==> src/rtl/lirt_pkg.sv <==
package lirt_pkg;

  localparam int DATA_W = 32;
  localparam int IDX_W  = 6;
  localparam int CMD_W  = 2;
  localparam int SEL_W  = 4;

  // input command codes
  localparam logic [CMD_W-1:0] CMD_TICK  = 2'd0;
  localparam logic [CMD_W-1:0] CMD_WRITE = 2'd1;
  localparam logic [CMD_W-1:0] CMD_READ  = 2'd2;

  // register word indexes (byte offset / 16)
  localparam logic [IDX_W-1:0] IDX_TPR        = 6'd8;
  localparam logic [IDX_W-1:0] IDX_EOI        = 6'd11;
  localparam logic [IDX_W-1:0] IDX_SVR        = 6'd15;
  localparam logic [IDX_W-1:0] IDX_ICR_LO     = 6'd48;
  localparam logic [IDX_W-1:0] IDX_ICR_HI     = 6'd49;
  localparam logic [IDX_W-1:0] IDX_LVT_TIMER  = 6'd50;
  localparam logic [IDX_W-1:0] IDX_INIT_COUNT = 6'd56;
  localparam logic [IDX_W-1:0] IDX_CURR_COUNT = 6'd57;
  localparam logic [IDX_W-1:0] IDX_DIVIDE     = 6'd62;

  // decoded register selects
  localparam logic [SEL_W-1:0] SEL_NONE = 4'd0;
  localparam logic [SEL_W-1:0] SEL_TPR  = 4'd1;
  localparam logic [SEL_W-1:0] SEL_EOI  = 4'd2;
  localparam logic [SEL_W-1:0] SEL_SVR  = 4'd3;
  localparam logic [SEL_W-1:0] SEL_ICRL = 4'd4;
  localparam logic [SEL_W-1:0] SEL_ICRH = 4'd5;
  localparam logic [SEL_W-1:0] SEL_LVT  = 4'd6;
  localparam logic [SEL_W-1:0] SEL_INIT = 4'd7;
  localparam logic [SEL_W-1:0] SEL_CURR = 4'd8;
  localparam logic [SEL_W-1:0] SEL_DIV  = 4'd9;

  localparam logic [3:0]        DIVIDE_BY_ONE     = 4'b1011;
  localparam logic [3:0]        DIVIDE_MASK       = 4'b1011;
  localparam logic [1:0]        TIMER_MODE_RELOAD = 2'b01;
  localparam logic [8:0]        SVR_RESET         = 9'h0FF;
  localparam logic [DATA_W-1:0] ICR_STATUS_CLR    = 32'hFFFF_EFFF;

  localparam int QUEUE_DEPTH = 2;
  localparam int QPTR_W      = $clog2(QUEUE_DEPTH);

  typedef struct packed {
    logic [CMD_W-1:0]  cmd;
    logic [SEL_W-1:0]  sel;
    logic [DATA_W-1:0] data;
  } op_t;

endpackage

==> src/rtl/lirt_front.sv <==
module lirt_front
  import lirt_pkg::*;
(
  input  logic [CMD_W-1:0]  cmd,
  input  logic [IDX_W-1:0]  reg_index,
  input  logic [DATA_W-1:0] write_data,
  output op_t               op
);

  logic [SEL_W-1:0] sel;

  always_comb begin
    case (reg_index)
      IDX_TPR:        sel = SEL_TPR;
      IDX_EOI:        sel = SEL_EOI;
      IDX_SVR:        sel = SEL_SVR;
      IDX_ICR_LO:     sel = SEL_ICRL;
      IDX_ICR_HI:     sel = SEL_ICRH;
      IDX_LVT_TIMER:  sel = SEL_LVT;
      IDX_INIT_COUNT: sel = SEL_INIT;
      IDX_CURR_COUNT: sel = SEL_CURR;
      IDX_DIVIDE:     sel = SEL_DIV;
      default:        sel = SEL_NONE;
    endcase
  end

  assign op.cmd  = cmd;
  assign op.sel  = sel;
  assign op.data = write_data;

endmodule

==> src/rtl/lirt_queue.sv <==
module lirt_queue
  import lirt_pkg::*;
(
  input  logic clk,
  input  logic rst_n,
  input  logic push_valid,
  output logic push_ready,
  input  op_t  push_op,
  output logic pop_valid,
  input  logic pop_ready,
  output op_t  pop_op
);

  op_t              mem_r [QUEUE_DEPTH];
  logic [QPTR_W-1:0] wr_ptr_r, wr_ptr_nxt;
  logic [QPTR_W-1:0] rd_ptr_r, rd_ptr_nxt;
  logic [QPTR_W:0]   count_r, count_nxt;
  logic              push, pop;

  assign push_ready = (count_r != (QPTR_W+1)'(QUEUE_DEPTH));
  assign pop_valid  = (count_r != '0);
  assign push       = push_valid && push_ready;
  assign pop        = pop_valid && pop_ready;
  assign pop_op     = mem_r[rd_ptr_r];

  // pointers wrap at the depth, which need not be a power of two
  always_comb begin
    wr_ptr_nxt = wr_ptr_r;
    rd_ptr_nxt = rd_ptr_r;
    count_nxt  = count_r;
    if (push) begin
      wr_ptr_nxt = (wr_ptr_r == QPTR_W'(QUEUE_DEPTH - 1)) ? '0 : wr_ptr_r + 1'b1;
    end
    if (pop) begin
      rd_ptr_nxt = (rd_ptr_r == QPTR_W'(QUEUE_DEPTH - 1)) ? '0 : rd_ptr_r + 1'b1;
    end
    if (push && !pop) begin
      count_nxt = count_r + 1'b1;
    end else if (pop && !push) begin
      count_nxt = count_r - 1'b1;
    end
  end

  always_ff @(posedge clk) begin
    if (!rst_n) begin
      wr_ptr_r <= '0;
      rd_ptr_r <= '0;
      count_r  <= '0;
    end else begin
      wr_ptr_r <= wr_ptr_nxt;
      rd_ptr_r <= rd_ptr_nxt;
      count_r  <= count_nxt;
    end
  end

  always_ff @(posedge clk) begin
    if (push) begin
      mem_r[wr_ptr_r] <= push_op;
    end
  end

endmodule

==> src/rtl/lirt_back.sv <==
module lirt_back
  import lirt_pkg::*;
#(
  parameter int COUNT_WIDTH = 32
) (
  input  logic        clk,
  input  logic        rst_n,
  input  logic        op_valid,
  output logic        op_ready,
  input  op_t         op,
  output logic        res_valid,
  input  logic        res_ready,
  output logic [71:0] res_data
);

  logic [COUNT_WIDTH-1:0] cur_cnt_r, cur_cnt_nxt;
  logic [COUNT_WIDTH-1:0] init_cnt_r, init_cnt_nxt;
  logic [7:0]             tvec_r, tvec_nxt;
  logic                   tmask_r, tmask_nxt;
  logic [1:0]             tmode_r, tmode_nxt;
  logic [3:0]             div_r, div_nxt;
  logic [6:0]             pre_r, pre_nxt;
  logic [7:0]             tpr_r, tpr_nxt;
  logic [8:0]             svr_r, svr_nxt;
  logic [DATA_W-1:0]      icrl_r, icrl_nxt;
  logic [DATA_W-1:0]      icrh_r, icrh_nxt;

  logic              res_valid_r;
  logic [71:0]       res_data_r;
  logic              take;
  logic [2:0]        div_sh;
  logic [7:0]        divisor;
  logic              wrap;

  logic [DATA_W-1:0] rd_data;
  logic              fire;
  logic [7:0]        fire_vec;
  logic              ipi;
  logic              eoi;

  assign op_ready  = !res_valid_r || res_ready;
  assign take      = op_valid && op_ready;
  assign res_valid = res_valid_r;
  assign res_data  = res_data_r;

  assign div_sh  = {div_r[3], div_r[1:0]};
  assign divisor = (div_r == DIVIDE_BY_ONE) ? 8'd1 : (8'd2 << div_sh);
  assign wrap    = ({1'b0, pre_r} + 8'd1) >= divisor;

  always_comb begin
    case (op.sel)
      SEL_TPR:  rd_data = {24'd0, tpr_r};
      SEL_SVR:  rd_data = {23'd0, svr_r};
      SEL_ICRL: rd_data = icrl_r & ICR_STATUS_CLR;
      SEL_ICRH: rd_data = icrh_r;
      SEL_LVT:  rd_data = {13'd0, tmode_r, tmask_r, 8'd0, tvec_r};
      SEL_INIT: rd_data = DATA_W'(init_cnt_r);
      SEL_CURR: rd_data = DATA_W'(cur_cnt_r);
      SEL_DIV:  rd_data = {28'd0, div_r};
      default:  rd_data = '0;
    endcase
  end

  always_comb begin
    cur_cnt_nxt  = cur_cnt_r;
    init_cnt_nxt = init_cnt_r;
    tvec_nxt     = tvec_r;
    tmask_nxt    = tmask_r;
    tmode_nxt    = tmode_r;
    div_nxt      = div_r;
    pre_nxt      = pre_r;
    tpr_nxt      = tpr_r;
    svr_nxt      = svr_r;
    icrl_nxt     = icrl_r;
    icrh_nxt     = icrh_r;
    fire         = 1'b0;
    fire_vec     = '0;
    ipi          = 1'b0;
    eoi          = 1'b0;
    case (op.cmd)
      CMD_TICK: begin
        if (wrap) begin
          pre_nxt = '0;
          if (cur_cnt_r != '0) begin
            cur_cnt_nxt = cur_cnt_r - 1'b1;
            // count hits zero on this step
            if (cur_cnt_r == COUNT_WIDTH'(1)) begin
              if (!tmask_r) begin
                fire     = 1'b1;
                fire_vec = tvec_r;
              end
              if (tmode_r == TIMER_MODE_RELOAD) begin
                cur_cnt_nxt = init_cnt_r;
              end
            end
          end
        end else begin
          pre_nxt = pre_r + 1'b1;
        end
      end
      CMD_WRITE: begin
        case (op.sel)
          SEL_TPR:  tpr_nxt = op.data[7:0];
          SEL_EOI:  eoi = 1'b1;
          SEL_SVR:  svr_nxt = op.data[8:0];
          SEL_ICRL: begin
            icrl_nxt = op.data & ICR_STATUS_CLR;
            ipi      = 1'b1;
          end
          SEL_ICRH: icrh_nxt = op.data;
          SEL_LVT: begin
            tvec_nxt  = op.data[7:0];
            tmask_nxt = op.data[16];
            tmode_nxt = op.data[18:17];
          end
          SEL_INIT: begin
            init_cnt_nxt = op.data[COUNT_WIDTH-1:0];
            cur_cnt_nxt  = op.data[COUNT_WIDTH-1:0];
          end
          SEL_DIV:  div_nxt = op.data[3:0] & DIVIDE_MASK;
          default:  ;
        endcase
      end
      default: ;
    endcase
  end

  always_ff @(posedge clk) begin
    if (!rst_n) begin
      cur_cnt_r   <= '0;
      init_cnt_r  <= '0;
      tvec_r      <= '0;
      tmask_r     <= 1'b1;
      tmode_r     <= '0;
      div_r       <= '0;
      pre_r       <= '0;
      tpr_r       <= '0;
      svr_r       <= SVR_RESET;
      icrl_r      <= '0;
      icrh_r      <= '0;
      res_valid_r <= 1'b0;
    end else begin
      if (take) begin
        cur_cnt_r  <= cur_cnt_nxt;
        init_cnt_r <= init_cnt_nxt;
        tvec_r     <= tvec_nxt;
        tmask_r    <= tmask_nxt;
        tmode_r    <= tmode_nxt;
        div_r      <= div_nxt;
        pre_r      <= pre_nxt;
        tpr_r      <= tpr_nxt;
        svr_r      <= svr_nxt;
        icrl_r     <= icrl_nxt;
        icrh_r     <= icrh_nxt;
      end
      if (op_ready) begin
        res_valid_r <= op_valid;
      end
    end
  end

  // result payload, no reset needed
  always_ff @(posedge clk) begin
    if (take) begin
      res_data_r[31:0]  <= (op.cmd == CMD_READ) ? rd_data : '0;
      res_data_r[32]    <= fire;
      res_data_r[40:33] <= fire_vec;
      res_data_r[41]    <= ipi;
      res_data_r[49:42] <= ipi ? op.data[7:0]   : 8'd0;
      res_data_r[52:50] <= ipi ? op.data[10:8]  : 3'd0;
      res_data_r[53]    <= ipi ? op.data[14]    : 1'b0;
      res_data_r[55:54] <= ipi ? op.data[19:18] : 2'd0;
      res_data_r[63:56] <= ipi ? icrh_r[31:24]  : 8'd0;
      res_data_r[64]    <= eoi;
      res_data_r[71:65] <= '0;
    end
  end

endmodule

==> src/rtl/local_interrupt_timer_regs.sv <==
// channel  | direction | signals                           | request
// ---------+-----------+-----------------------------------+----------------------------------
// in       | slave     | in_tvalid in_tready in_tdata/tuser | one tick, register write or read
// out      | master    | out_tvalid out_tready out_tdata   | one result per accepted request
//
// one request per clock sustained while the output is not stalled; an accepted request is
// written into the queue, then the back end takes it and loads the result register
// the execute stage's combinational update (prescale compare, count decrement) sets the rate
// rst_n is synchronous, active low: timer masked, spurious vector 0xff, all else zero
// a stalled output holds the result; the queue keeps accepting until both entries fill
module local_interrupt_timer_regs
  import lirt_pkg::*;
#(
  parameter int COUNT_WIDTH = 32
) (
  input  logic        clk,
  input  logic        rst_n,
  input  logic        in_tvalid,
  output logic        in_tready,
  // reg_index [5:0], write_data [37:6], zero pad [39:38]
  input  logic [39:0] in_tdata,
  // command [1:0]
  input  logic [1:0]  in_tuser,
  output logic        out_tvalid,
  input  logic        out_tready,
  // read_data [31:0], timer_fire [32], timer_vector_out [40:33], ipi_send [41],
  // ipi_vector [49:42], ipi_delivery [52:50], ipi_level [53], ipi_shorthand [55:54],
  // ipi_dest [63:56], eoi_seen [64], zero pad [71:65]
  output logic [71:0] out_tdata
);

  op_t  front_op;
  op_t  back_op;
  logic back_valid;
  logic back_ready;

  // front end: classify the register index
  lirt_front u_front (
    .cmd        (in_tuser),
    .reg_index  (in_tdata[5:0]),
    .write_data (in_tdata[37:6]),
    .op         (front_op)
  );

  // short queue decouples request intake from execution
  lirt_queue u_queue (
    .clk        (clk),
    .rst_n      (rst_n),
    .push_valid (in_tvalid),
    .push_ready (in_tready),
    .push_op    (front_op),
    .pop_valid  (back_valid),
    .pop_ready  (back_ready),
    .pop_op     (back_op)
  );

  // back end: register file, prescaler, counter and result register
  lirt_back #(
    .COUNT_WIDTH (COUNT_WIDTH)
  ) u_back (
    .clk       (clk),
    .rst_n     (rst_n),
    .op_valid  (back_valid),
    .op_ready  (back_ready),
    .op        (back_op),
    .res_valid (out_tvalid),
    .res_ready (out_tready),
    .res_data  (out_tdata)
  );

endmodule

==> config.mk <==
export PLATFORM = sky130hd
export DESIGN_NAME = local_interrupt_timer_regs
export DESIGN_NICKNAME = d
export VERILOG_FILES = /design/src/rtl/lirt_pkg.sv /design/src/rtl/lirt_front.sv /design/src/rtl/lirt_queue.sv /design/src/rtl/lirt_back.sv /design/src/rtl/local_interrupt_timer_regs.sv
export SDC_FILE = /design/constraint.sdc
export NUM_CORES = 1
export LEC_CHECK = 0
export ABC_AREA = 1
export BUFFER_PORTS_ARGS = -buffer_cell sky130_fd_sc_hd__buf_2
export CORE_MARGIN = 2
export CORE_UTILIZATION = 65
export CTS_CLUSTER_SIZE = 40
export DETAILED_ROUTE_END_ITERATION = 7
export PLACE_DENSITY = 0.86
export SYNTH_ARGS = -nofsm -noshare
export SYNTH_HDL_FRONTEND = slang
export SYNTH_SLANG_ARGS = --single-unit
export TNS_END_PERCENT = 10
==> constraint.sdc <==
create_clock -name clk -period 7.28 [get_ports clk]
set_input_delay 0.728 -clock clk [delete_from_list [all_inputs] [get_ports clk]]
set_output_delay 0.728 -clock clk [all_outputs]
set_load 0.02 [all_outputs]
==> summary.txt, run 1 <==
Run status
  • Outcome: finished clean

Route
  • Vias per std cell: 5.92
  • Initial DRT Pass Iterations: 7
  • Final ANT Viol Nets: 0
  • Routed WL per cell: 18.1 um
  • DR iter-0 viols: 1556
  • Final Routed Wirelength: 39.9 mm
  • Residual DRC: 0
  • Vias: 13100

Yosys
  • Synth Warn #: 0
  • XOR/XNOR Fraction of Synth Area: 0.954%
  • Combinational family with the most area after synthesis: simple AND/OR/NAND/NOR gates
  • Post-synthesis mux area share: 0.0681%
  • Most common cell in the synthesized netlist: nand2_1
  • Synth top area share: 28.8%
  • Most used DFF post-synth: dfxtp_1
  • Post-synthesis async set-or-reset flop share: 0%
  • Top cells by area, synth: edfxtp_1, dfxtp_1, nand2_1
  • Gate Count Post-Synth: 1837
  • Simple-gate portion of the synthesized area: 22.1%
  • Synth Area in Compound Gates: 14.8%
  • Seq/Total Area, Yosys: 52.1%
  • Synth Area per Inst: 8.00 um^2
  • Synth top cells by count: nand2_1, nor2_1, inv_1
  • Largest area contributor in the netlist: edfxtp_1
  • Register bit count reported by yosys: 312
  • Cell area after synthesis: 14700 um^2
  • Synth Area in Adders: 1.11%
  • Post-synth EDFFs: 141
  • Library cells used by synthesis: 46

Power
  • Sw frac: 45.2%
  • Clock share of power: 22.3%
  • Int Power: 4.25 mW
  • P per Cell Area: 475 nW/um^2
  • Final Power: 7.75 mW
  • Switching pwr: 3.50 mW
  • Peak VDD IR: 0.296 mV
  • Comb pwr share: 46.6%
  • Leak: 6.60 nW
  • Sequential Power Share: 31.1%

Finish
  • Layout net count: 1956
  • Number of diodes: 0
  • # fillers: 1712
  • Area Overhead vs Synth: 11.0%
  • Layout cells sized above 1: 11.3%

Floorplanning
  • Die Area: 23800 um^2
  • Row count: 55
  • Chip width: 154 um
  • Core footprint: 22400 um^2
  • Die Span Y: 154 um
  • Starting Density: 65.5%
  • Io pins: 120

Timing
  • Achievable frequency: 0.227 GHz
  • Setup-failing EPs final: 0
  • Final Skew: 18.5 ps
  • RSZ-0062 raised after global routing: no
  • Final WS setup: 2870 ps
  • WHS: 389 ps
  • Slew Viols, Final: 0
  • Crit share post-route: 60.5%
  • Min Tclk post-route: 4410 ps
  • Slew HR: 17.5%
  • Setup TNS: 0 ps
  • Fin. Hold Viols: 0
  • Worst-Margin Slew: 1230 ps

Clocking
  • Sink Count: 312
  • Worst-path clk slew: 60 ps
  • Post-CTS Hold Buffers: 0
  • Num CTS Buffers: 34
  • Max Buffers Root-to-Sink: 3
  • Worst skew pair latency: 530 ps
  • Root Driver: clkbuf_16
  • Setup Buffers After CTS: 0
  • H-tree depth: 2
  • PostCTS Resize Cnt: 0
  • CTS tree: done

Placement
  • IO buf count: 110
  • Dpl hpwl: 25.4 mm
  • Final RePlAce weighted congestion: 0.959
  • Place WS: 3000 ps

Min path
  • HP Class: input pin to register

Global routing
  • Gr ovfl total: 0
  • First-pass GRT wire length: 62.3 mm
  • Vias in the first global route: 12300
  • Largest net degree at the start of global routing: 95
  • Total Routing Usage GR: 33.0%
  • Initial antenna violation count: 0

Critical path
  • Critical Path RT: 7520 ps
  • Crit end category: register
  • Worst Setup Path Type: register to register
  • Startpoint Class: register
  • Critical Path AT: 4650 ps
  • CP Max Fanout: 42
  • Worst R2R Setup Slack: 2870 ps

Flow run
  • Max cap viols: 0
cell usage in the layout (no fill, tap or decap), types with 7 or more instances in the layout:
master	Yosys	routed
clkbuf_16	0	35
o22ai_1	53	53
nor2_4	6	9
xor2_1	16	16
ha_1	13	13
clkbuf_1	38	11
nand2_1	357	357
o21ai_1	22	22
nand2_2	10	10
or2_2	12	12
o21ai_0	152	152
nor2_1	258	255
nand4_1	28	28
edfxtp_1	141	141
a21oi_1	168	168
nand3_1	76	76
buf_2	39	109
conb_1	1	7
inv_1	209	208
inv_2	6	7
dfxtp_1	171	171
final cells by class:
type,instances,area (um^2),share of cell area (%)
Inverter,217,817,5.01
Timing Repair Buffer,114,583,3.57
Sequential cell,312,7660,47.0
Multi-Input combinational cell,1218,5780,35.4
Clock inverter,14,171,1.05
Clock buffer,48,945,5.79
Tap cell,285,357,2.19
power groups by stage:
stage                     Sequential (mW)  Clock (mW)  Combinational (mW)
after floorplan                      2.60           0                2.43
after global placement               2.43           0                3.43
after detailed placement             2.44           0                3.49
after CTS                            2.41        1.73                3.53
after global routing                 2.45        1.80                3.97
final                                2.41        1.73                3.61
flip-flops by register name (all words and copies together) (netlist names), 7 cells and up, named ones only:
name	cells
u_back.tpr_r	8
u_queue.mem_r	76
u_back.svr_r	9
u_back.res_data	65
u_back.icrl_r	31
u_back.cur_cnt_r	32
u_back.icrh_r	32
u_back.tvec_r	8
u_back.pre_r	7
u_back.init_cnt_r	32
path summary, 6_finish.rpt:
check / from / to / cells after the start
setup / recovery: register / u_back.res_data[50]$_SDFFCE_PN0P_ / 9
hold / removal: in_tdata[6] / u_queue.mem_r[0][0]$_DFFE_PP_ / 1
setup reg to reg: register / u_back.res_data[50]$_SDFFCE_PN0P_ / 9
hold reg to reg: u_back.icrh_r[22]$_SDFFE_PN0P_ / u_back.icrh_r[22]$_SDFFE_PN0P_ / 2
metrics by stage:
| stage | area (um^2) | utilization (%) | cells |
|---|---|---|---|
| finish | 16300 | 72.7 | 2208 |
| global route | 16300 | 72.7 | 2208 |
| CTS | 16300 | 72.7 | 2208 |
| detailed placement | 15200 | 67.7 | 2146 |
| global placement | 15200 | 67.7 | 2146 |
| floorplan | 14700 | - | 1843 |
worst max-delay path: stages, from the launching register on:
cell and delay (ps):
dfxtp_1 290, buf_4 250, inv_2 500, nand2_1 100
nand2_1 190, inv_2 60, nand2_2 650, clkinv_1 1030
nand2_1 880, nor2_1 140
cell families (layout without fill, tap and decap cells):
| family | Yosys count | in the layout |
|---|---|---|
| DFF | 312 | 312 |
| other | 1 | 7 |
| adders and majority gates | 13 | 13 |
| buffers and inverters | 313 | 393 |
| xor gates and xnor gates | 16 | 16 |
| and+or+nand+nor | 770 | 770 |
| AOI/OAI and AO/OA | 411 | 411 |
| muxes | 1 | 1 |
metal layers:
| metal | part of all wire [%] | global-route usage, % | vias to the layer above |
|---|---|---|---|
| met3 | 11 | 6.67 | 129 |
| li1 | - | - | 6161 |
| met4 | 3.7 | 14.4 | 0 |
| met2 | 45 | 51.5 | 798 |
| met1 | 40 | 45.3 | 5977 |
| met5 | 0 | 0 | - |
Power figures use the tool's default switching activity.
==> run 2: changes to the inputs <==
--- a/config.mk
+++ b/config.mk
@@ -8,10 +8,10 @@
 export ABC_AREA = 1
 export BUFFER_PORTS_ARGS = -buffer_cell sky130_fd_sc_hd__buf_2
 export CORE_MARGIN = 2
-export CORE_UTILIZATION = 65
+export CORE_UTILIZATION = 60
 export CTS_CLUSTER_SIZE = 40
 export DETAILED_ROUTE_END_ITERATION = 7
-export PLACE_DENSITY = 0.86
+export PLACE_DENSITY = 0.8
 export SYNTH_ARGS = -nofsm -noshare
 export SYNTH_HDL_FRONTEND = slang
 export SYNTH_SLANG_ARGS = --single-unit
==> constraint.sdc (replaced) <==
create_clock -name clk -period 4.1 [get_ports clk]
set_input_delay 0.41 -clock clk [delete_from_list [all_inputs] [get_ports clk]]
set_output_delay 0.41 -clock clk [all_outputs]
set_load 0.02 [all_outputs]
==> run 2 against run 1 <==
  * Sequential power up 78%
  * Clock power increased by 83%
  * Sequential cell count did not move
  * Critical path type unchanged
  * Critical path depth rose by 2
  * First-iteration DRC count down 20%
  * Largest power group unchanged
  * Clock skew fell by 3.0 ps
==> summary.txt, run 2 (synthesis gave the netlist of run 1 again) <==
Run status
  • Outcome: finished clean

Global routing
  • Vias in the first global route: 12000 (-2.9%)
  • Initial antenna violation count: 1 (+1)
  • Largest net degree at the start of global routing: 98 (+3.2%)
  • Gr ovfl total: 0 (unchanged)
  • Total Routing Usage GR: 29.4% (-3.6 points)
  • First-pass GRT wire length: 60.7 mm (-2.4%)

Finish
  • Most common cell after layout, fill and taps aside: nand2_1
  • Number of diodes: 0 (unchanged)
  • Layout cells sized above 1: 11.6% (+0.32 points)
  • Max reg flops: 76 (unchanged)
  • Register Area: 7660 um^2 (unchanged)
  • Layout net count: 1963 (+0.36%)
  • Design area: 16500 um^2 (+0.89%)
  • # fillers: 1908 (+11%)
  • Biggest register: u_queue.mem_r
  • Most frequent cells in the layout: nand2_1, nor2_1, inv_1
  • Area Overhead vs Synth: 12.0%
  • Area of the multi-input gates: 5770 um^2 (about the same)

Clocking
  • CTS tree: done
  • Post-CTS Hold Buffers: 0 (unchanged)
  • Setup Buffers After CTS: 0 (unchanged)
  • PostCTS Resize Cnt: 0 (unchanged)
  • Worst-path clk slew: 60 ps (about the same)
  • Num CTS Buffers: 34 (unchanged)
  • Worst skew pair latency: 530 ps (about the same)
  • Sink Count: 312 (unchanged)
  • Root Driver: clkbuf_16
  • H-tree depth: 2 (unchanged)
  • Max Buffers Root-to-Sink: 3 (unchanged)

Timing
  • Worst-Margin Slew: 1250 ps (+21.3 ps)
  • Slew Viols, Final: 0 (unchanged)
  • Crit share post-route: 78.9% (+18 points)
  • Setup TNS: 0 ps (unchanged)
  • Final Skew: 15.5 ps (-2.96 ps)
  • Slew HR: 16.2% (-1.3 points)
  • Achievable frequency: 0.309 GHz (+36%)
  • Setup-failing EPs final: 0 (unchanged)
  • Fin. Hold Viols: 0 (unchanged)
  • Min Tclk post-route: 3240 ps (-1170 ps)
  • RSZ-0062 raised after global routing: no

Flow run
  • Max cap viols: 0 (unchanged)

Route
  • DR WL met3: 3.92 mm (-10%)
  • Vias per std cell: 5.69 (-3.9%)
  • Final Routed Wirelength: 38.3 mm (-4.1%)
  • Final ANT Viol Nets: 0 (unchanged)
  • Top layer reached by signal wires: met4
  • Vias: 12800 (-1.9%)
  • Metal-1 WL: 16.0 mm (-0.19%)
  • Initial DRT Pass Iterations: 6 (-1)
  • DR iter-0 viols: 1243 (-20%)
  • Routed WL per cell: 17.0 um (-6.0%)
  • Residual DRC: 0 (unchanged)
  • Metal2 WL: 17.0 mm (-5.9%)

Floorplanning
  • Core footprint: 24200 um^2 (+7.8%)
  • Chip width: 160 um (+4.0%)
  • Die Area: 25800 um^2 (+8.1%)
  • Io pins: 120 (unchanged)
  • Die Span Y: 160 um (+4.0%)
  • Row count: 57 (+3.6%)
  • Starting Density: 60.8% (-4.7 points)

Critical path
  • Crit end category: register
  • Worst Setup Path Type: register to register
  • Startpoint Class: register
  • CP Max Fanout: 45 (+7.1%)
  • Critical Path AT: 3660 ps (-990 ps)
  • Critical Path RT: 4520 ps (-3000 ps)

Power
  • Clock share of power: 23.0% (+0.7 points)
  • P per Cell Area: 838 nW/um^2 (+77%)
  • Sw frac: 44.5% (-0.71 points)
  • Int Power: 7.66 mW (+80%)
  • Switching pwr: 6.14 mW (+75%)
  • Leak: 6.66 nW (+0.96%)
  • Peak VDD IR: 0.485 mV (+64%)
  • Sequential Power Share: 31.0% (about the same)
  • Comb pwr share: 46.0% (-0.6 points)

Min path
  • HP Class: input pin to register

Placement
  • Dpl hpwl: 25.1 mm (-1.1%)
  • Cell Area, Placed: 15300 um^2 (+0.72%)
  • IO buf count: 110 (unchanged)
  • Final RePlAce weighted congestion: 0.950 (-0.88%)
## run 2: area by class of cell
| class | instances | area share (%) |
|---|---|---|
| multi-input combinational | 1218 | 35.1 |
| clock buffer | 45 | 5.61 |
| inverter | 217 | 4.97 |
| timing repair buffer | 121 | 3.94 |
| clock inverter | 17 | 1.39 |
| sequential | 312 | 46.5 |
| tap | 324 | 2.46 |
## run 2: path summary, 6_finish.rpt
kind,from,endpoint,slack (ps),depth (start not counted)
max,register,u_back.cur_cnt_r[8]$_SDFFE_PN0P_,860,11
min,in_tdata[37],u_queue.mem_r[0][31]$_DFFE_PP_,70,1
max reg2reg,register,u_back.cur_cnt_r[8]$_SDFFE_PN0P_,860,11
min reg2reg,u_back.tpr_r[0]$_SDFFE_PN0P_,u_back.tpr_r[0]$_SDFFE_PN0P_,450,2
## run 2: metal layers
layer	track usage, %	up-vias
met5	0	-
met4	12.6	0
met3	6.10	105
met2	45.3	667
met1	40.7	5865
li1	-	6186
## run 2: through the flow
step	setup WS, ps	power, mW	util [%]	instances	hold slack (ps)
2_1_floorplan	1040	8.94	-	1843	425
3_3_place_gp	1100	10.4	63.3	2192	434
3_5_place_dp	1050	10.5	63.3	2192	440
4_1_cts	1030	13.7	68.1	2254	60.6
5_1_grt	661	14.7	68.1	2254	64.5
6_report	863	13.8	68.1	2254	68.6
## run 2: power by group through the flow
stage | Clock [mW] | Sequential, mW | Combinational, mW
floorplan | 0 | 4.62 | 4.32
global placement | 0 | 4.31 | 6.07
detailed placement | 0 | 4.32 | 6.18
CTS | 3.18 | 4.27 | 6.23
global route | 3.30 | 4.33 | 7.04
finish | 3.17 | 4.28 | 6.34
## run 2: critical path: stages (launching register included)
cell and delay, ps:
dfxtp_1 340, inv_2 250, nand2_1 160, nand2_1 120, nor2_1 380, nand2_1 270, nand2_2 550, nand3_4 610
nor2_1 270, nand2_1 70, nand2_1 70, inv_1 40
